`config.mk`:
```
export PLATFORM = sky130hd
export DESIGN_NAME = lcd_decimal_writer_over_i2c_expander_top
export DESIGN_NICKNAME = d
export VERILOG_FILES = /design/src/hdl/lcdw_pkg.sv /design/src/hdl/lcd_decimal_writer_over_i2c_expander_top.sv
export SDC_FILE = /design/constraint.sdc
export NUM_CORES = 1
export LEC_CHECK = 0
export BUFFER_PORTS_ARGS = -buffer_cell sky130_fd_sc_hd__buf_2
export CAP_MARGIN = 5
export CORE_ASPECT_RATIO = 0.6
export CORE_MARGIN = 2
export CORE_UTILIZATION = 55
export DETAILED_ROUTE_END_ITERATION = 8
export PLACE_DENSITY = 0.85
export SYNTH_ARGS = -nofsm -noshare
export SYNTH_HDL_FRONTEND = slang
export SYNTH_SLANG_ARGS = --single-unit
```
`constraint.sdc`:
```
create_clock -name clk -period 7 [get_ports clk]
set_input_delay 1.4 -clock clk [delete_from_list [all_inputs] [get_ports clk]]
set_output_delay 1.4 -clock clk [all_outputs]
set_load 0.05 [all_outputs]
```
`src/hdl/lcdw_pkg.sv`:
```
// ----------------------------------------------------------------------------
// lcdw_pkg
// Types and constants for the LCD decimal writer that drives a character
// display in 4-bit mode through an I2C port expander.
// ----------------------------------------------------------------------------
package lcdw_pkg;

	// Request kinds carried on the input tuser.
	localparam logic [1:0] CMD_DECIMAL = 2'd0;
	localparam logic [1:0] CMD_CHAR    = 2'd1;
	localparam logic [1:0] CMD_INSTR   = 2'd2;

	// Configuration register indexes.
	localparam logic [1:0] REG_SLAVE_ADDRESS = 2'd0;
	localparam logic [1:0] REG_BACKLIGHT     = 2'd1;

	// Reset values of the configuration registers.
	localparam logic [7:0] SLAVE_ADDRESS_RST = 8'h7E;
	localparam logic       BACKLIGHT_RST     = 1'b1;

	// DDRAM base addresses of the two display lines.
	localparam logic [7:0] LINE0_BASE = 8'h80;
	localparam logic [7:0] LINE1_BASE = 8'hC0;

	// High nibble of the ASCII code of a decimal digit.
	localparam logic [3:0] ASCII_DIGIT_HI = 4'h3;

	// A 16-bit value has at most five decimal digits.
	localparam int BCD_DIGITS = 5;
	localparam int BCD_W      = 4 * BCD_DIGITS;

	// Last byte position within one five-byte bus transaction.
	localparam logic [2:0] POS_LAST = 3'd4;

	typedef logic [BCD_W-1:0] bcd_t;

	// One shift-and-add-3 step of binary to BCD conversion.
	function automatic bcd_t dabble_step(input bcd_t bcd, input logic bit_in);
		bcd_t adj;
		adj = bcd;
		for (int d = 0; d < BCD_DIGITS; d++) begin
			if (adj[4*d +: 4] >= 4'd5) begin
				adj[4*d +: 4] = adj[4*d +: 4] + 4'd3;
			end
		end
		return {adj[BCD_W-2:0], bit_in};
	endfunction

endpackage

```
`src/hdl/lcd_decimal_writer_over_i2c_expander_top.sv`:
```
// ----------------------------------------------------------------------------
// lcd_decimal_writer_over_i2c_expander_top
// Turns display requests into the I2C byte stream for an HD44780-style
// display in 4-bit mode behind an 8-bit port expander.
// ----------------------------------------------------------------------------
// The first bus byte passes the four front-end stages and the byte emitter.
// Throughput: one bus byte per cycle unless m_tready stalls; a request holds
// the emitter for two transactions per digit (decimal), two (character) or
// one (raw instruction), while the front-end stages hold the next requests.
// Reset clears all valid bits and loads slave address 0x7E, backlight on.
module lcd_decimal_writer_over_i2c_expander_top #(
	parameter int NUM_DIGITS = 5
) (
	input  logic        clk,
	input  logic        arst_n,
	input  logic        s_tvalid,
	output logic        s_tready,
	// [0] line, [6:1] column, [22:7] value, [30:23] byte_value, [31] zero
	input  logic [31:0] s_tdata,
	// [1:0] command
	input  logic [1:0]  s_tuser,
	output logic        m_tvalid,
	input  logic        m_tready,
	// [7:0] data_byte
	output logic [7:0]  m_tdata,
	// [0] start_before, [1] stop_after
	output logic [1:0]  m_tuser,
	output logic        m_tlast,
	input  logic        cfg_valid,
	output logic        cfg_ready,
	input  logic [1:0]  cfg_index,
	input  logic [7:0]  cfg_data
);
	import lcdw_pkg::*;

	localparam int CW = (NUM_DIGITS > 1) ? $clog2(NUM_DIGITS) : 1;
	localparam logic [CW-1:0] CHR_LAST = CW'(NUM_DIGITS - 1);
	localparam int PAD_W = 4 * NUM_DIGITS + BCD_W;

	// Configuration registers.
	logic [7:0] slave_address_q;
	logic       backlight_q;

	assign cfg_ready = 1'b1;

	always_ff @(posedge clk or negedge arst_n) begin
		if (!arst_n) begin
			slave_address_q <= SLAVE_ADDRESS_RST;
			backlight_q     <= BACKLIGHT_RST;
		end else if (cfg_valid && cfg_ready) begin
			if (cfg_index == REG_SLAVE_ADDRESS) begin
				slave_address_q <= cfg_data;
			end
			if (cfg_index == REG_BACKLIGHT) begin
				backlight_q <= cfg_data[0];
			end
		end
	end

	// Front-end pipeline: capture, two halves of BCD conversion, formatting.
	logic v_s1, v_s2, v_s3, v_s4;
	logic rdy_s1, rdy_s2, rdy_s3, rdy_s4;

	logic [1:0]  cmd_s1, cmd_s2, cmd_s3, cmd_s4;
	logic        line_s1, line_s2, line_s3;
	logic [5:0]  col_s1, col_s2, col_s3;
	logic [15:0] val_s1;
	logic [7:0]  low_s2;
	logic [7:0]  byte_s1, byte_s2, byte_s3;
	bcd_t        bcd_s2, bcd_s3;
	logic [7:0]  addr_s4;
	logic [7:0]  chars_s4 [NUM_DIGITS];

	logic        load_ok;
	assign rdy_s4   = load_ok;
	assign rdy_s3   = !v_s4 || rdy_s4;
	assign rdy_s2   = !v_s3 || rdy_s3;
	assign rdy_s1   = !v_s2 || rdy_s2;
	assign s_tready = !v_s1 || rdy_s1;

	// High byte of the value goes through the first eight conversion steps.
	bcd_t bcd_hi;
	always_comb begin
		bcd_hi = '0;
		for (int i = 15; i >= 8; i--) begin
			bcd_hi = dabble_step(bcd_hi, val_s1[i]);
		end
	end

	bcd_t bcd_lo;
	always_comb begin
		bcd_lo = bcd_s2;
		for (int i = 7; i >= 0; i--) begin
			bcd_lo = dabble_step(bcd_lo, low_s2[i]);
		end
	end

	// Digits above the fifth are always zero for a 16-bit value.
	logic [PAD_W-1:0] bcd_pad;
	logic [7:0]       base_s3;
	logic [7:0]       chars_d [NUM_DIGITS];
	assign bcd_pad = {{(4*NUM_DIGITS){1'b0}}, bcd_s3};
	assign base_s3 = line_s3 ? LINE1_BASE : LINE0_BASE;

	always_comb begin
		for (int q = 0; q < NUM_DIGITS; q++) begin
			chars_d[q] = {ASCII_DIGIT_HI, bcd_pad[(NUM_DIGITS-1-q)*4 +: 4]};
		end
		if (cmd_s3 != CMD_DECIMAL) begin
			chars_d[0] = byte_s3;
		end
	end

	always_ff @(posedge clk or negedge arst_n) begin
		if (!arst_n) begin
			v_s1 <= 1'b0;
			v_s2 <= 1'b0;
			v_s3 <= 1'b0;
			v_s4 <= 1'b0;
		end else begin
			if (s_tready) begin
				v_s1 <= s_tvalid;
			end
			if (rdy_s1) begin
				v_s2 <= v_s1;
			end
			if (rdy_s2) begin
				v_s3 <= v_s2;
			end
			if (rdy_s3) begin
				v_s4 <= v_s3;
			end
		end
	end

	always_ff @(posedge clk) begin
		if (s_tready) begin
			cmd_s1  <= s_tuser;
			line_s1 <= s_tdata[0];
			col_s1  <= s_tdata[6:1];
			val_s1  <= s_tdata[22:7];
			byte_s1 <= s_tdata[30:23];
		end
		if (rdy_s1) begin
			cmd_s2  <= cmd_s1;
			line_s2 <= line_s1;
			col_s2  <= col_s1;
			low_s2  <= val_s1[7:0];
			byte_s2 <= byte_s1;
			bcd_s2  <= bcd_hi;
		end
		if (rdy_s2) begin
			cmd_s3  <= cmd_s2;
			line_s3 <= line_s2;
			col_s3  <= col_s2;
			byte_s3 <= byte_s2;
			bcd_s3  <= bcd_lo;
		end
		if (rdy_s3) begin
			cmd_s4   <= cmd_s3;
			addr_s4  <= base_s3 + {2'b00, col_s3} - 8'd1;
			chars_s4 <= chars_d;
		end
	end

	// Byte emitter: walks the bus transactions of one request.
	logic          act_q;
	logic [1:0]    cmd_q;
	logic [7:0]    addr_q;
	logic [7:0]    chars_q [NUM_DIGITS];
	logic          half_q;
	logic [2:0]    pos_q;
	logic [CW-1:0] chr_q;

	logic       gen;
	logic       last_byte;
	logic       instr;
	logic [7:0] cur_v;
	logic       rs;
	logic [3:0] ctl_en;
	logic [3:0] ctl_dis;
	logic [7:0] byte_d;
	logic       valid_cmd_s4;

	assign instr = (cmd_q == CMD_INSTR);
	assign cur_v = (!instr && !half_q) ? addr_q : chars_q[0];
	assign rs    = !instr && half_q;
	assign ctl_en  = {backlight_q, 1'b1, 1'b0, rs};
	assign ctl_dis = {backlight_q, 1'b0, 1'b0, rs};
	assign last_byte = (pos_q == POS_LAST) &&
		(instr || (half_q && ((cmd_q == CMD_CHAR) || (chr_q == CHR_LAST))));
	assign gen     = act_q && (!m_tvalid || m_tready);
	assign load_ok = !act_q || (gen && last_byte);
	assign valid_cmd_s4 = (cmd_s4 == CMD_DECIMAL) || (cmd_s4 == CMD_CHAR) ||
		(cmd_s4 == CMD_INSTR);

	always_comb begin
		case (pos_q)
			3'd0:    byte_d = slave_address_q;
			3'd1:    byte_d = {cur_v[7:4], ctl_en};
			3'd2:    byte_d = {cur_v[7:4], ctl_dis};
			3'd3:    byte_d = {cur_v[3:0], ctl_en};
			default: byte_d = {cur_v[3:0], ctl_dis};
		endcase
	end

	always_ff @(posedge clk or negedge arst_n) begin
		if (!arst_n) begin
			act_q    <= 1'b0;
			half_q   <= 1'b0;
			pos_q    <= '0;
			chr_q    <= '0;
			m_tvalid <= 1'b0;
		end else begin
			if (load_ok && v_s4) begin
				act_q  <= valid_cmd_s4;
				half_q <= 1'b0;
				pos_q  <= '0;
				chr_q  <= '0;
			end else if (load_ok) begin
				act_q <= 1'b0;
			end else if (gen) begin
				if (pos_q == POS_LAST) begin
					pos_q  <= '0;
					half_q <= !half_q;
					if (half_q) begin
						chr_q <= chr_q + CW'(1);
					end
				end else begin
					pos_q <= pos_q + 3'd1;
				end
			end
			if (gen) begin
				m_tvalid <= 1'b1;
			end else if (m_tready) begin
				m_tvalid <= 1'b0;
			end
		end
	end

	always_ff @(posedge clk) begin
		if (load_ok && v_s4) begin
			cmd_q   <= cmd_s4;
			addr_q  <= addr_s4;
			chars_q <= chars_s4;
		end else if (gen && (pos_q == POS_LAST) && half_q) begin
			// Next digit goes one column to the right.
			addr_q <= addr_q + 8'd1;
			for (int i = 0; i < NUM_DIGITS - 1; i++) begin
				chars_q[i] <= chars_q[i+1];
			end
		end
		if (gen) begin
			m_tdata    <= byte_d;
			m_tuser[0] <= (pos_q == 3'd0);
			m_tuser[1] <= (pos_q == POS_LAST);
			m_tlast    <= last_byte;
		end
	end

endmodule
```
Yosys cells after proc, flatten, opt, wreduce, memory -nomap -nowiden
Index checks and enable logic that the tools add are counted.
Widths: inputs -> output; s select.
{"block": "op_classes", "addsub": 49, "n_mul": 0, "n_div": 0, "n_lt_le_gt_ge": 44, "n_eq_ne": 11, "shift": 0, "mux": 69, "n_bitwise": 0, "reduce_logical": 42}
{"cell": "$ge 4x3->1 const B", "count": 39}
{"cell": "$mux 4", "count": 36}
{"cell": "$add 4x2->4 const B", "count": 34}
{"cell": "$mux 32", "count": 2}
{"cell": "$mux 3", "count": 18}
{"cell": "$pmux 8 s4", "count": 1}
{"cell": "$mux 8", "count": 3}
{"cell": "$add 3x2->3 const B", "count": 5}
{"cell": "$reduce_bool 2->1", "count": 7}
{"cell": "$logic_or 1x1->1", "count": 10}
{"cell": "$logic_and 1x1->1", "count": 9}
{"cell": "$add 3x2->4 const B", "count": 2}
{"cell": "$add 8x1->8 const B", "count": 1}
{"cell": "$add 8x6->8", "count": 1}
{"cell": "$logic_not 1->1", "count": 8}
{"cell": "$mux 1", "count": 8}
{"cell": "$sub 8x1->8 const B", "count": 1}
{"cell": "$mux 7", "count": 1}
{"cell": "$add 1x2->3 const AB", "count": 2}
{"cell": "$add 3x1->3 const B", "count": 2}
{"cell": "$eq 2x1->1 const B", "count": 3}
{"cell": "$eq 3x2->1 const B", "count": 2}
{"cell": "$eq 3x3->1 const B", "count": 2}
{"cell": "$ge 1x3->1 const AB", "count": 2}
{"cell": "other kinds (11)", "count": 16}
{"block": "totals", "regBits": 218, "latch_bits": 0, "ramBits": 0, "rom_bits": 0, "input_bits": 49, "out_inout_bits": 14, "elab_cells": 264, "mem_count": 0}

Logic depth before layout (Yosys ltp)
Gate-level depths: netlist of the first run.
{"block": "depth", "word_depth": 16, "ltp_mapped": 37, "ltp_nobuf": 36}

Worst setup path before layout of the first run
No wires, ideal clock.
{"block": "synth_path", "path_kind": "register to register", "startpoint": "reg bcd_s2[0]", "endpoint": "reg bcd_s3[10] (data pin)", "setup_ns": 0.259, "t_arrival_ns": 6.145, "required_ns": 6.741, "path_slack_ns": 0.596, "path_stages_with_launch": 34, "path_buffers": 2, "period_less_slack_ns": 6.404, "cell_sequence": "edfxtp_1 buf_2 inv_1 ha_1 and2b_1 or3_4 o211a_2 or3_1 clkbuf_1 and2_1 inv_1 ha_1 a21boi_0 o21a_1 a21oi_1 ha_1 a211oi_1 o211ai_1 nand2_1 ha_1 a211oi_1 o221ai_1 o211ai_1 a31oi_2 inv_1 ha_1 o21a_1 o31ai_4 ha_1 inv_1 a211oi_1 o2bb2ai_2 and3_1 a211o_1"}
{"block": "synth_via", "elab_chain_len": 16, "elab_cells_between_ends": 54, "cone_classes": "add/sub: 18; order compare: 18; mux: 18"}
{"element": "start: declaration", "line_no": "lcd_decimal_writer_over_i2c_expander_top.sv:70", "rtl": "bcd_t bcd_s2, bcd_s3;"}
{"element": "start signal: assignment", "line_no": "lcd_decimal_writer_over_i2c_expander_top.sv:150", "rtl": "bcd_s2 <= bcd_hi;"}
{"element": "$add 4x2->4 / $ge 4x3->1 (equally long branches)", "line_no": "lcdw_pkg.sv:43, lcdw_pkg.sv:42"}
{"element": "$mux 4 *", "line_no": "lcdw_pkg.sv:42", "rtl": "if (adj[4*d +: 4] >= 4'd5) begin"}
{"element": "$add 4x2->4 / $ge 4x3->1 (equally long branches)", "line_no": "lcdw_pkg.sv:43, lcdw_pkg.sv:42"}
{"element": "$mux 4", "line_no": "lcdw_pkg.sv:42"}
{"element": "$add 4x2->4 / $ge 4x3->1 (equally long branches)", "line_no": "lcdw_pkg.sv:43, lcdw_pkg.sv:42"}
{"element": "$mux 4", "line_no": "lcdw_pkg.sv:42"}
{"element": "$add 4x2->4 / $ge 4x3->1 (equally long branches)", "line_no": "lcdw_pkg.sv:43, lcdw_pkg.sv:42"}
{"element": "$mux 4", "line_no": "lcdw_pkg.sv:42"}
{"element": "$add 4x2->4 / $ge 4x3->1 (equally long branches)", "line_no": "lcdw_pkg.sv:43, lcdw_pkg.sv:42"}
{"element": "$mux 4", "line_no": "lcdw_pkg.sv:42"}
{"element": "$add 4x2->4 / $ge 4x3->1 (equally long branches)", "line_no": "lcdw_pkg.sv:43, lcdw_pkg.sv:42"}
{"element": "$mux 4", "line_no": "lcdw_pkg.sv:42"}
{"element": "$add 4x2->4 / $ge 4x3->1 (equally long branches)", "line_no": "lcdw_pkg.sv:43, lcdw_pkg.sv:42"}
{"element": "$mux 4", "line_no": "lcdw_pkg.sv:42"}
{"element": "$add 4x2->4 / $ge 4x3->1 (equally long branches)", "line_no": "lcdw_pkg.sv:43, lcdw_pkg.sv:42"}
{"element": "$mux 4 *", "line_no": "lcdw_pkg.sv:42"}
{"element": "net bcd_lo[10]", "line_no": "lcd_decimal_writer_over_i2c_expander_top.sv:90", "rtl": "bcd_t bcd_lo;"}
{"element": "end signal: assignment", "line_no": "lcd_decimal_writer_over_i2c_expander_top.sv:157", "rtl": "bcd_s3 <= bcd_lo;"}
{"element": "end: declaration", "line_no": "lcd_decimal_writer_over_i2c_expander_top.sv:70"}
The timed path passes the listed nets; every way through them passes the cells marked *.
A chain may end at the register's enable or synchronous reset.

Worst setup path after layout of the first run
{"block": "layout_path", "startpoint": "reg bcd_s2[4]", "endpoint": "reg bcd_s3[13] (data pin)"}
The elaborated chain is that of the path after synthesis.

==> summary.txt, run 1 <==
Outcome
  – Outcome: completed

STA
  – Unrepaired setup endpoints after global routing: yes
  – Max-Slew Margin vs Limit: 0.1914
  – Worst Tran Pin Value: about 1.2 ns
  – Final Critical Period: about 6.7 ns
  – Final Hold Fails: 0
  – Clock skew: approximately 0.020 ns
  – Fin. max-slew vios: 0
  – Worst hold slack: approximately 0.4 ns
  – F_max: approximately 150 MHz
  – Fin worst setup slack: between 0.2 and 0.3 ns
  – Final setup violation count: 0
  – Final period utilization: 0.9595

Critical path
  – Critical path required time: between 7 and 8 ns
  – Critical path buffers and inverters: 3
  – Setup Crit Path Kind: reg -> reg
  – Setup crit start kind: flip-flop
  – Crit path max-delay family: compound AO/OA/AOI/OAI gates
  – Crit-path most repeated cell: ha_1
  – Worst-path maximum fanout: 8
  – Crit. End Element: flip-flop
  – Crit path arrival time: 6.93 ns
  – Slowest CP cell: edfxtp_1
  – CP max stage delay: 0.46 ns

Placed design
  – Pre-CTS WS: between 0.08 and 0.09 ns
  – I/O Buffers: 60
  – Final HPWL DP: roughly 16 mm
  – Area of placed instances: 12600 sq um
  – Inst Count DP: 1433
  – GPL Wtd Cong: roughly 0.9

Yosys
  – Top cell type's share of synthesized area: 0.4627
  – Syn. warnings: 0
  – Most area-hungry cell type in the Yosys netlist: edfxtp_1
  – Most numerous cell in the Yosys netlist: edfxtp_1
  – Top post-synthesis cells by count: 184 x edfxtp_1, 134 x nand2_1, 75 x nor2_1
  – Syn_nets: roughly 1200
  – Sequential share of the synthesized area: 0.5095
  – Cells after Synth: about 1100
  – Ys flop type: edfxtp_1
  – Distinct cells, synth: 92
  – Syn_area_per_cell: approximately 11 sq um
  – Dominant cells by area after synthesis: edfxtp_1 46%, ha_1 4.9%, nand2_1 4.2%
  – FFs w/ async S/R, synth: 0.1068
  – #FFs+latches synth: 206
  – Synthesized area: between 10000 and 15000 sq um
  – Post-synth EDFFs: about 180

Clock tree
  – CTS Buf Count: 20
  – H-tree depth: 1
  – CTS tree: yes
  – Worst skew pair latency: 0.50 ns
  – Clk pin slew, worst setup/hold paths: 0.07 ns
  – Max Buffers Root-to-Sink: 3
  – CTS sink cnt: between 200 and 250
  – Clock root cell: clkbuf_16
  – Cts hold-fix bufs: 0

Final layout
  – Layout Nets: 1287
  – Fin cells: roughly 1500
  – Fill count: 1549
  – Area Growth Syn to Fin: 13.02%
  – Core Util, Final: 0.6386
  – Ant diodes: 0
  – Post-Layout Inst Area: 13500 sq um
  – Layout cells sized above 1: 0.1845

Run
  – Max Cap Viol: 0

Global route
  – Initial antenna violation count: 0
  – First-pass GRT wire length: 40.08 mm
  – Largest net degree at the start of global routing: 39
  – Grt total ovfl: 0
  – GR Util All Layers: 0.2085
  – Vias in the first global route: between 8000 and 9000

Drt
  – Drt pass-1 iters: 6
  – Vias: 8811
  – Initial drt markers: 776
  – Final WL: approximately 24 mm
  – WL per Instance: between 15 and 20 microns
  – Post-DR vias/cell: approximately 6
  – Post-route DRC: 0
  – Antenna Nets Post-Route: 0

Worst hold path
  – Hold Crit Class: reg -> reg

Power
  – Leak: 5.241 nW
  – Peak VDD IR: roughly 0.36 mV
  – Pwr/cell area: roughly 440 nW/um^2

Floorplan
  – IO Count: 63
  – Number of core rows: slightly above 40
  – Die Y: roughly 120 microns
  – Die ar.: around 23000 sq um
  – Die W: a little under 200 microns
  – Initial Utilization: 0.5650
  – Core area: 21140 sq um
stage by stage:
| step | power [W] | TNS (ns) |
|---|---|---|
| floorplan | 0.004015 | 0 |
| global placement | 0.004424 | 0 |
| detailed placement | 0.004583 | 0 |
| CTS | 0.005727 | 0 |
| global route | 0.006307 | -0.2151 |
| finish | 0.005904 | 0 |
layout make-up:
class                           count  area [sq um]  area share
Sequential cell                   206          6085      0.4508
Multi-Input combinational cell    801          5580      0.4135
Timing Repair Buffer               97         578.1     0.04283
Clock buffer                       27         548.0     0.04060
Tap cell                          279         349.1     0.02586
Inverter                           65         244.0     0.01808
Clock inverter                      7         112.6    0.008343
worst reg2reg max path: cells and delay by family, from the launching register on:
family / cells / cell delay [ns]
AOI/OAI and AO/OA: 17 / 3.01
adders and majority gates: 6 / 1.46
buffers and inverters: 3 / 0.22
and+or+nand+nor: 7 / 1.30
DFF: 1 / 0.46
metal layers:
layer,up-vias,track usage,wire length (microns)
li1,4271,-,-
met1,4131,0.3123,11340
met2,375,0.3272,10700
met3,34,0.02997,1862
met4,0,0.03788,378
met5,-,0,0
sequential cells by signal (all words and copies together) (netlist names), 2 cells and up:
register,cells
chars_s4,24
addr_q,8
cmd_s1,2
col_s2,6
chars_q,24
pos_q,3
m_tuser,2
val_s1,16
slave_address_q,8
byte_s2,8
addr_s4,8
col_s3,6
byte_s1,8
cmd_q,2
cmd_s2,2
low_s2,8
col_s1,6
byte_s3,8
bcd_s2,10
chr_q,3
cmd_s3,2
m_tdata,8
cmd_s4,2
bcd_s3,20
what timing repair did:
item,in CTS,in global routing
endpoints found under the hold margin,0,0
buffers inserted,0,15
pin swaps,0,10
setup endpoints to repair,1,15
resized for setup,1,23
cloned,0,0
final timing paths:
| kind | endpoint | slack [ns] | start | cells after the start |
|---|---|---|---|---|
| min in group asynchronous | slave_address_q[7] | 0.87 | arst_n | 1 |
| min reg2reg | chars_s4[16] | 0.41 | bcd_s3[8] | 0 |
| min | chars_s4[16] | 0.41 | bcd_s3[8] | 0 |
| max in group asynchronous | backlight_q | 5.76 | arst_n | 1 |
| max reg2reg | bcd_s3[13] | 0.28 | bcd_s2[4] | 33 |
| max | bcd_s3[13] | 0.28 | bcd_s2[4] | 33 |
where the power goes:
part	internal (W)	leakage [nW]	total (W)	switching [W]
registers	0.00160	1.91	0.00167	0.0000642
logic	0.00132	3.01	0.00314	0.00182
clock network	0.000660	0.322	0.00110	0.000443
cells in the final DEF (no fill, tap or decap), types with 21 or more instances in the layout:
cell | synthesis | routed
o21ai_0 | 58 | 58
ha_1 | 47 | 45
edfxtp_1 | 184 | 184
buf_4 | 2 | 37
nand2_1 | 134 | 133
nor3_1 | 24 | 23
xnor2_1 | 21 | 21
nor2_1 | 75 | 74
a21oi_1 | 59 | 52
buf_2 | 10 | 60
mux2i_1 | 34 | 33
nand3_1 | 24 | 23
inv_1 | 62 | 62
clkbuf_16 | 0 | 21
cell families (layout without fill, tap and decap cells):
logic type,count (synthesis),in the layout,synth area share
simple gates,366,366,0.1492
compound gates,286,286,0.1705
flops,206,206,0.5095
buf+inv,100,196,0.03374
mux,61,61,0.05637
fa+ha+maj,47,47,0.04925
xor+xnor,40,40,0.03112
other cells,1,1,0.0003140
No activity file was read; power rests on OpenSTA's default activity.
==> inputs of run 2 (changes only) <==
--- a/config.mk
+++ b/config.mk
@@ -11,6 +11,7 @@
 export CORE_MARGIN = 2
 export CORE_UTILIZATION = 55
 export DETAILED_ROUTE_END_ITERATION = 8
+export MAX_ROUTING_LAYER = met4
 export PLACE_DENSITY = 0.85
 export SYNTH_ARGS = -nofsm -noshare
 export SYNTH_HDL_FRONTEND = slang
==> run 2 against run 1 <==
Compared with the run above: cell count about the same; final area decreased by 0.31%; total power decreased by 1.8%; first-iteration DRC count decreased by 4.4%; maximum frequency increased by 0.76%; routed wire length increased by 0.23%; highest routed layer unchanged; global-route usage increased by 0.69 points; clock power decreased by 7%; die area unchanged; via count decreased by 0.86%; critical path depth decreased by 3; critical endpoint is now bcd_s3[15]; largest cell class unchanged; sequential cell count unchanged.
==> summary.txt, run 2 (synthesis results as in run 1) <==
Clock tree
  – Clock root cell: clkbuf_16 (unchanged)
  – Max Buffers Root-to-Sink: 3 (unchanged)
  – Cts hold-fix bufs: 0 (unchanged)
  – CTS sink cnt: 206 (unchanged)
  – CTS Buf Count: 20 (unchanged)
  – Worst skew pair latency: 0.52 ns (was 0.50 ns)
  – CTS tree: yes (unchanged)
  – Clk pin slew, worst setup/hold paths: 0.07 ns (about the same)
  – H-tree depth: 1 (unchanged)

Global route
  – GRT busiest layer: met1 (was met2)
  – Initial antenna violation count: 0 (unchanged)
  – GR Util All Layers: 0.2154 (was 0.2085)
  – Grt total ovfl: 0 (unchanged)
  – First-pass GRT wire length: 39.75 mm (was 40.08 mm)
  – GRT met3 Usage: 0.03539 (was 0.02997)
  – GR Util met2: 0.3136 (was 0.3272)
  – Largest net degree at the start of global routing: 47 (was 39)
  – Routing usage on met1: 0.3195 (was 0.3123)
  – Vias in the first global route: 8107 (was 8249)

Critical path
  – Crit. End Element: flip-flop (unchanged)
  – Reg2reg end: bcd_s3[15] (was bcd_s3[13])
  – Setup Crit Path Kind: reg -> reg (unchanged)
  – Length in cells of the worst reg-to-reg path: 30 (was 33)
  – Worst-path maximum fanout: 8 (unchanged)
  – Last element of the critical path: bcd_s3[15] (was bcd_s3[13])
  – Slowest CP cell: edfxtp_1 (unchanged)
  – CP max stage delay: 0.48 ns (was 0.46 ns)
  – Worst setup path start: bcd_s2[4] (unchanged)
  – Crit path arrival time: 6.93 ns (about the same)
  – Critical path required time: 7.26 ns (was 7.22 ns)
  – Reg2Reg Setup Slack: 0.33 ns (was 0.28 ns)
  – Worst r2r src: bcd_s2[4] (unchanged)
  – Setup crit start kind: flip-flop (unchanged)

STA
  – Fin. max-slew vios: 0 (unchanged)
  – Worst Tran Pin Value: 1.232 ns (was 1.210 ns)
  – Max-Slew Margin vs Limit: 0.1766 (was 0.1914)
  – Final Critical Period: 6.665 ns (was 6.716 ns)
  – Clock skew: 0.02192 ns (was 0.01992 ns)
  – Fin worst setup slack: 0.3347 ns (was 0.2837 ns)
  – Final setup violation count: 0 (unchanged)
  – Final Hold Fails: 0 (unchanged)
  – Setup TNS: 0 ns (unchanged)
  – F_max: 150.0 MHz (was 148.9 MHz)
  – Final period utilization: 0.9522 (was 0.9595)

Floorplan
  – Initial Utilization: 0.5650 (unchanged)
  – Die ar.: 22940 sq um (unchanged)
  – Core area: 21140 sq um (unchanged)
  – Die W: 194.2 microns (unchanged)
  – IO Count: 63 (unchanged)
  – Number of core rows: 41 (unchanged)
  – Die Y: 118.1 microns (unchanged)

Drt
  – Final WL: 24.34 mm (was 24.28 mm)
  – Vias: 8735 (was 8811)
  – Post-DR vias/cell: 5.890 (was 5.945)
  – Post-route DRC: 0 (unchanged)
  – Drt pass-1 iters: 5 (was 6)
  – Initial drt markers: 742 (was 776)
  – WL per Instance: 16.41 microns (was 16.38 microns)
  – Antenna Nets Post-Route: 0 (unchanged)

Final layout
  – Ant diodes: 0 (unchanged)
  – Most frequent cells in the layout: 184 x edfxtp_1, 133 x nand2_1, 73 x nor2_1 (was 184 x edfxtp_1, 133 x nand2_1, 74 x nor2_1)
  – Layout Nets: 1286 (was 1287)
  – Layout cells sized above 1: 0.1894 (was 0.1845)
  – Most common cell after layout, fill and taps aside: edfxtp_1 (unchanged)
  – Area Growth Syn to Fin: 12.67% (was 13.02%)
  – Top flop regs: chars_q: 24 flops, chars_s4: 24 flops, bcd_s3: 20 flops (unchanged)
  – Post-Layout Inst Area: 13450 sq um (was 13500 sq um)

Placed design
  – GPL Wtd Cong: 0.9164 (was 0.9130)
  – Final HPWL DP: 16.65 mm (was 16.48 mm)
  – Area of placed instances: 12600 sq um (unchanged)
  – I/O Buffers: 60 (unchanged)
  – Pre-CTS WS: 0.09455 ns (was 0.08674 ns)

Power
  – Leak: 5.212 nW (was 5.241 nW)
  – Peak VDD IR: 0.3638 mV (was 0.3611 mV)
  – Pwr/cell area: 430.8 nW/um^2 (was 437.5 nW/um^2)

Outcome
  – Outcome: completed (unchanged)

Worst hold path
  – Hold Crit Class: reg -> reg (unchanged)

Run
  – Max Cap Viol: 0 (unchanged)
[run 2: cell type report]
| class | count | area [sq um] |
|---|---|---|
| fillers | 1573 | 7681 |
| flip-flops and latches | 206 | 6085 |
| multi-input cells | 801 | 5584 |
| repair buffers | 96 | 570.5 |
| clock buffers | 26 | 543.0 |
| well taps | 279 | 349.1 |
| inverters | 65 | 244.0 |
| clock inverters | 10 | 78.83 |
[run 2: worst min-delay path by stage]
stage	start	end	cells after the start
floorplan	val_s1[8]	bcd_s2[0]	0
global placement	cmd_s1[1]	cmd_s2[1]	0
detailed placement	bcd_s3[0]	chars_s4[0]	0
CTS	line_s2	line_s3	0
global route	line_s2	line_s3	0
finish	chars_s4[0]	chars_q[0]	0
[run 2: where the power goes]
part / internal, W / switching, W
combinational: 0.00130 / 0.00181
clock: 0.000558 / 0.000466
sequential: 0.00160 / 0.0000651
[run 2: per-stage QoR]
stage | util | cells | power, W | hold slack, ns
final | 0.6366 | 1483 | 0.005796 | 0.4031
after global routing | 0.6366 | 1483 | 0.006197 | 0.4046
after global placement | 0.5964 | 1433 | 0.004424 | 0.4015
after detailed placement | 0.5964 | 1433 | 0.004590 | 0.4045
after floorplan | - | 1107 | 0.004015 | 0.4003
after CTS | 0.6261 | 1469 | 0.005655 | 0.4046
[run 2: metal layers]
layer | up-vias | wire, microns
li1 | 4278 | -
met3 | 39 | 1644
met1 | 4084 | 11690
met5 | - | 0
met4 | 0 | 353
met2 | 334 | 10650
[run 2: timing repair]
action / CTS / global route
pin swaps: 0 / 8
buffers inserted: 0 / 14
cloned: 0 / 0
setup endpoints to repair: 1 / 15
gates resized for setup: 1 / 27
endpoints found under the hold margin: 0 / 0
[run 2: critical path: cells and delay by family, from the launching register on]
family          cells  cell delay (ns)
compound gates      9             2.00
xor+xnor            1             0.29
fa+ha+maj           5             1.32
buf+inv             6             0.79
flops               1             0.48
mux                 3             0.53
simple gates        6             1.02
==> inputs of run 3 (changes only) <==
--- a/config.mk
+++ b/config.mk
@@ -5,6 +5,7 @@
 export SDC_FILE = /design/constraint.sdc
 export NUM_CORES = 1
 export LEC_CHECK = 0
+export ABC_AREA = 1
 export BUFFER_PORTS_ARGS = -buffer_cell sky130_fd_sc_hd__buf_2
 export CAP_MARGIN = 5
 export CORE_ASPECT_RATIO = 0.6
==> run 3 against run 2 <==
Compared with the run above: maximum frequency increased by 6.4%; synthesized cell count decreased by 1.2%; setup slack improved by 0.40 ns; sequential cell count unchanged; utilization decreased by 0.20 points; clock skew increased by 0.0018 ns; first-iteration DRC count decreased by 12%; critical path depth increased by 13; die area decreased by 8.5%; sequential share of layout area increased by 4.6 points; final area decreased by 9.3%; routed wire length decreased by 19%.
==> summary.txt, run 3 <==
Final layout
  – Most frequent cells in the layout: 279 x nand2_1, 184 x edfxtp_1, 155 x inv_1 (was 184 x edfxtp_1, 133 x nand2_1, 73 x nor2_1)
  – Top flop regs: chars_q: 24 flops, chars_s4: 24 flops, bcd_s3: 20 flops (unchanged)
  – Layout Nets: 1271 (was 1286)
  – Sequential Area: 6085 sq um (unchanged)
  – Most common cell after layout, fill and taps aside: nand2_1 (was edfxtp_1)
  – Area of the multi-input gates: 4174 sq um (was 5584 sq um)
  – Core Util, Final: 0.6346 (was 0.6366)
  – Area Growth Syn to Fin: 11.98% (was 12.67%)
  – Layout cells sized above 1: 0.2061 (was 0.1894)
  – Ant diodes: 0 (unchanged)
  – Fill count: 1498 (was 1573)

Clock tree
  – Max Buffers Root-to-Sink: 3 (unchanged)
  – Setup bufs post-CTS: 0 (unchanged)
  – Cts hold-fix bufs: 0 (unchanged)
  – CTS sink cnt: 206 (unchanged)
  – CTS tree: yes (unchanged)
  – H-tree depth: 1 (unchanged)
  – Worst skew pair latency: 0.51 ns (was 0.52 ns)
  – Clk pin slew, worst setup/hold paths: 0.07 ns (about the same)
  – CTS Buf Count: 20 (unchanged)
  – Clock root cell: clkbuf_16 (unchanged)
  – PostCTS Resize Cnt: 0 (was 1)

Drt
  – Final WL: 19.60 mm (was 24.34 mm)
  – Antenna Nets Post-Route: 0 (unchanged)
  – WL per Instance: 13.47 microns (was 16.41 microns)
  – Initial drt markers: 656 (was 742)
  – Drt pass-1 iters: 5 (unchanged)
  – Post-route DRC: 0 (unchanged)
  – Post-DR vias/cell: 5.200 (was 5.890)
  – Vias: 7566 (was 8735)

Critical path
  – Setup Crit Path Kind: reg -> reg (unchanged)
  – CP max stage delay: 0.45 ns (was 0.48 ns)
  – Worst-path maximum fanout: 5 (was 8)
  – Reg2reg end: bcd_s3[18] (was bcd_s3[15])
  – Crit. End Element: flip-flop (unchanged)
  – Length in cells of the worst reg-to-reg path: 43 (was 30)
  – Worst setup path start: bcd_s2[4] (unchanged)
  – Last element of the critical path: bcd_s3[18] (was bcd_s3[15])
  – Reg2Reg Setup Slack: 0.73 ns (was 0.33 ns)
  – Slowest CP cell: edfxtp_1 (unchanged)
  – Critical path required time: 7.24 ns (was 7.26 ns)
  – Setup crit start kind: flip-flop (unchanged)
  – Worst r2r src: bcd_s2[4] (unchanged)
  – Crit-path most repeated cell: inv_1
  – Crit path arrival time: 6.51 ns (was 6.93 ns)

Yosys
  – Cells after Synth: 1094 (was 1107)
  – Sequential share of the synthesized area: 0.5585 (was 0.5095)
  – Syn. warnings: 0 (unchanged)
  – Most numerous cell in the Yosys netlist: nand2_1 (was edfxtp_1)
  – #FFs+latches synth: 206 (unchanged)
  – Distinct cells, synth: 44 (was 92)
  – Synthesized area: 10900 sq um (was 11940 sq um)
  – Post-synth EDFFs: 184 (unchanged)
  – Syn_nets: 1190 (was 1203)
  – Top cell type's share of synthesized area: 0.5071 (was 0.4627)
  – FFs w/ async S/R, synth: 0.1068 (unchanged)
  – Most area-hungry cell type in the Yosys netlist: edfxtp_1 (unchanged)
  – Top post-synthesis cells by count: 279 x nand2_1, 184 x edfxtp_1, 155 x inv_1 (was 184 x edfxtp_1, 134 x nand2_1, 75 x nor2_1)
  – Ys flop type: edfxtp_1 (unchanged)
  – Dominant cells by area after synthesis: edfxtp_1 51%, nand2_1 9.6%, ha_1 5.4% (was edfxtp_1 46%, ha_1 4.9%, nand2_1 4.2%)
  – Syn_area_per_cell: 9.959 sq um (was 10.79 sq um)

STA
  – Final setup violation count: 0 (unchanged)
  – F_max: 159.6 MHz (was 150.0 MHz)
  – Final period utilization: 0.8951 (was 0.9522)
  – Final Hold Fails: 0 (unchanged)
  – Worst Tran Pin Value: 0.8538 ns (was 1.232 ns)
  – Max-Slew Margin vs Limit: 0.4273 (was 0.1766)
  – Fin. max-slew vios: 0 (unchanged)
  – Worst hold slack: 0.4156 ns (was 0.4031 ns)
  – Final Critical Period: 6.266 ns (was 6.665 ns)
  – Clock skew: 0.02371 ns (was 0.02192 ns)
  – Unrepaired setup endpoints after global routing: no
  – Setup TNS: 0 ns (unchanged)

Placed design
  – I/O Buffers: 60 (unchanged)
  – GPL Wtd Cong: 0.8428 (was 0.9164)
  – Final HPWL DP: 14.20 mm (was 16.65 mm)

Worst hold path
  – Hold Crit Class: reg -> reg (unchanged)

Floorplan
  – Die W: 185.7 microns (was 194.2 microns)
  – Core area: 19230 sq um (was 21140 sq um)
  – Number of core rows: 39 (was 41)
  – IO Count: 63 (unchanged)
  – Initial Utilization: 0.5667 (was 0.5650)
  – Die Y: 113.0 microns (was 118.1 microns)
  – Die ar.: 20990 sq um (was 22940 sq um)

Global route
  – First-pass GRT wire length: 33.28 mm (was 39.75 mm)
  – Vias in the first global route: 7280 (was 8107)
  – Initial antenna violation count: 0 (unchanged)
  – Grt total ovfl: 0 (unchanged)
  – Largest net degree at the start of global routing: 40 (was 47)
  – GR Util All Layers: 0.2011 (was 0.2154)

Outcome
  – Outcome: completed (unchanged)

Run
  – Max Cap Viol: 0 (unchanged)
## run 3: changes by cell type after synthesis, sizes merged, moves of 22 or more
cell / previous run / this run
nand2: 134 / 352
inv: 65 / 164
nand3: 24 / 82
a21oi: 62 / 23
mux2i: 38 / 0
nor2: 75 / 39
nor3: 26 / 4
## run 3: routing by layer
metal / vias to the layer above / routed length, microns / global-route usage
li1: 3804 / - / -
met1: 3478 / 9213 / 0.2823
met2: 246 / 8687 / 0.3135
met3: 38 / 1313 / 0.02961
met4: 0 / 389 / 0.04567
met5: - / 0 / -
## run 3: worst min path at each step
stage | startpoint | endpoint | slack (ns) | cells after the start
final | byte_s2[7] | byte_s3[7] | 0.42 | 0
after global routing | col_s2[0] | col_s3[0] | 0.42 | 0
after CTS | bcd_s3[14] | chars_s4[26] | 0.42 | 0
after detailed placement | byte_s1[2] | byte_s2[2] | 0.40 | 0
after global placement | bcd_s3[5] | chars_s4[9] | 0.40 | 0
after floorplan | val_s1[8] | bcd_s2[0] | 0.40 | 0
## run 3: layout make-up
class                           instances  area share
Clock inverter                         14     0.01056
Multi-Input combinational cell        714      0.3421
Sequential cell                       206      0.4987
Inverter                              167     0.05138
Tap cell                              266     0.02728
Clock buffer                           22     0.04164
Timing Repair Buffer                   66     0.02830
## run 3: logic make-up after synthesis
group                    share of synthesized area
AND/OR/NAND/NOR                             0.2316
flip-flops                                  0.5585
buffers and inverters                      0.06029
AO/OA/AOI/OAI                              0.06109
adder cells (fa/ha/maj)                    0.05397
XOR/XNOR                                   0.02802
multiplexers                              0.006201
other                                    0.0003442
## run 3: through the flow
stage	instance area [sq um]	worst slack [ns]	std cells
detailed placement	11560	0.7131	1419
floorplan	10900	0.6949	1094
global placement	11560	1.196	1419
CTS	12200	0.7073	1455
finish	12200	0.7340	1455
global route	12200	0.06789	1455
## run 3: worst max-delay path: cells and delay by family (launching register included)
family | cells | cell delay (ns)
buf+inv | 9 | 0.82
xor+xnor | 2 | 0.46
flops | 1 | 0.45
fa+ha+maj | 7 | 1.37
simple gates | 20 | 2.19
compound gates | 5 | 0.71
Power of run 3 is not shown: default switching activity piles up to over one toggle a cycle in this logic, so the estimate is an artifact.
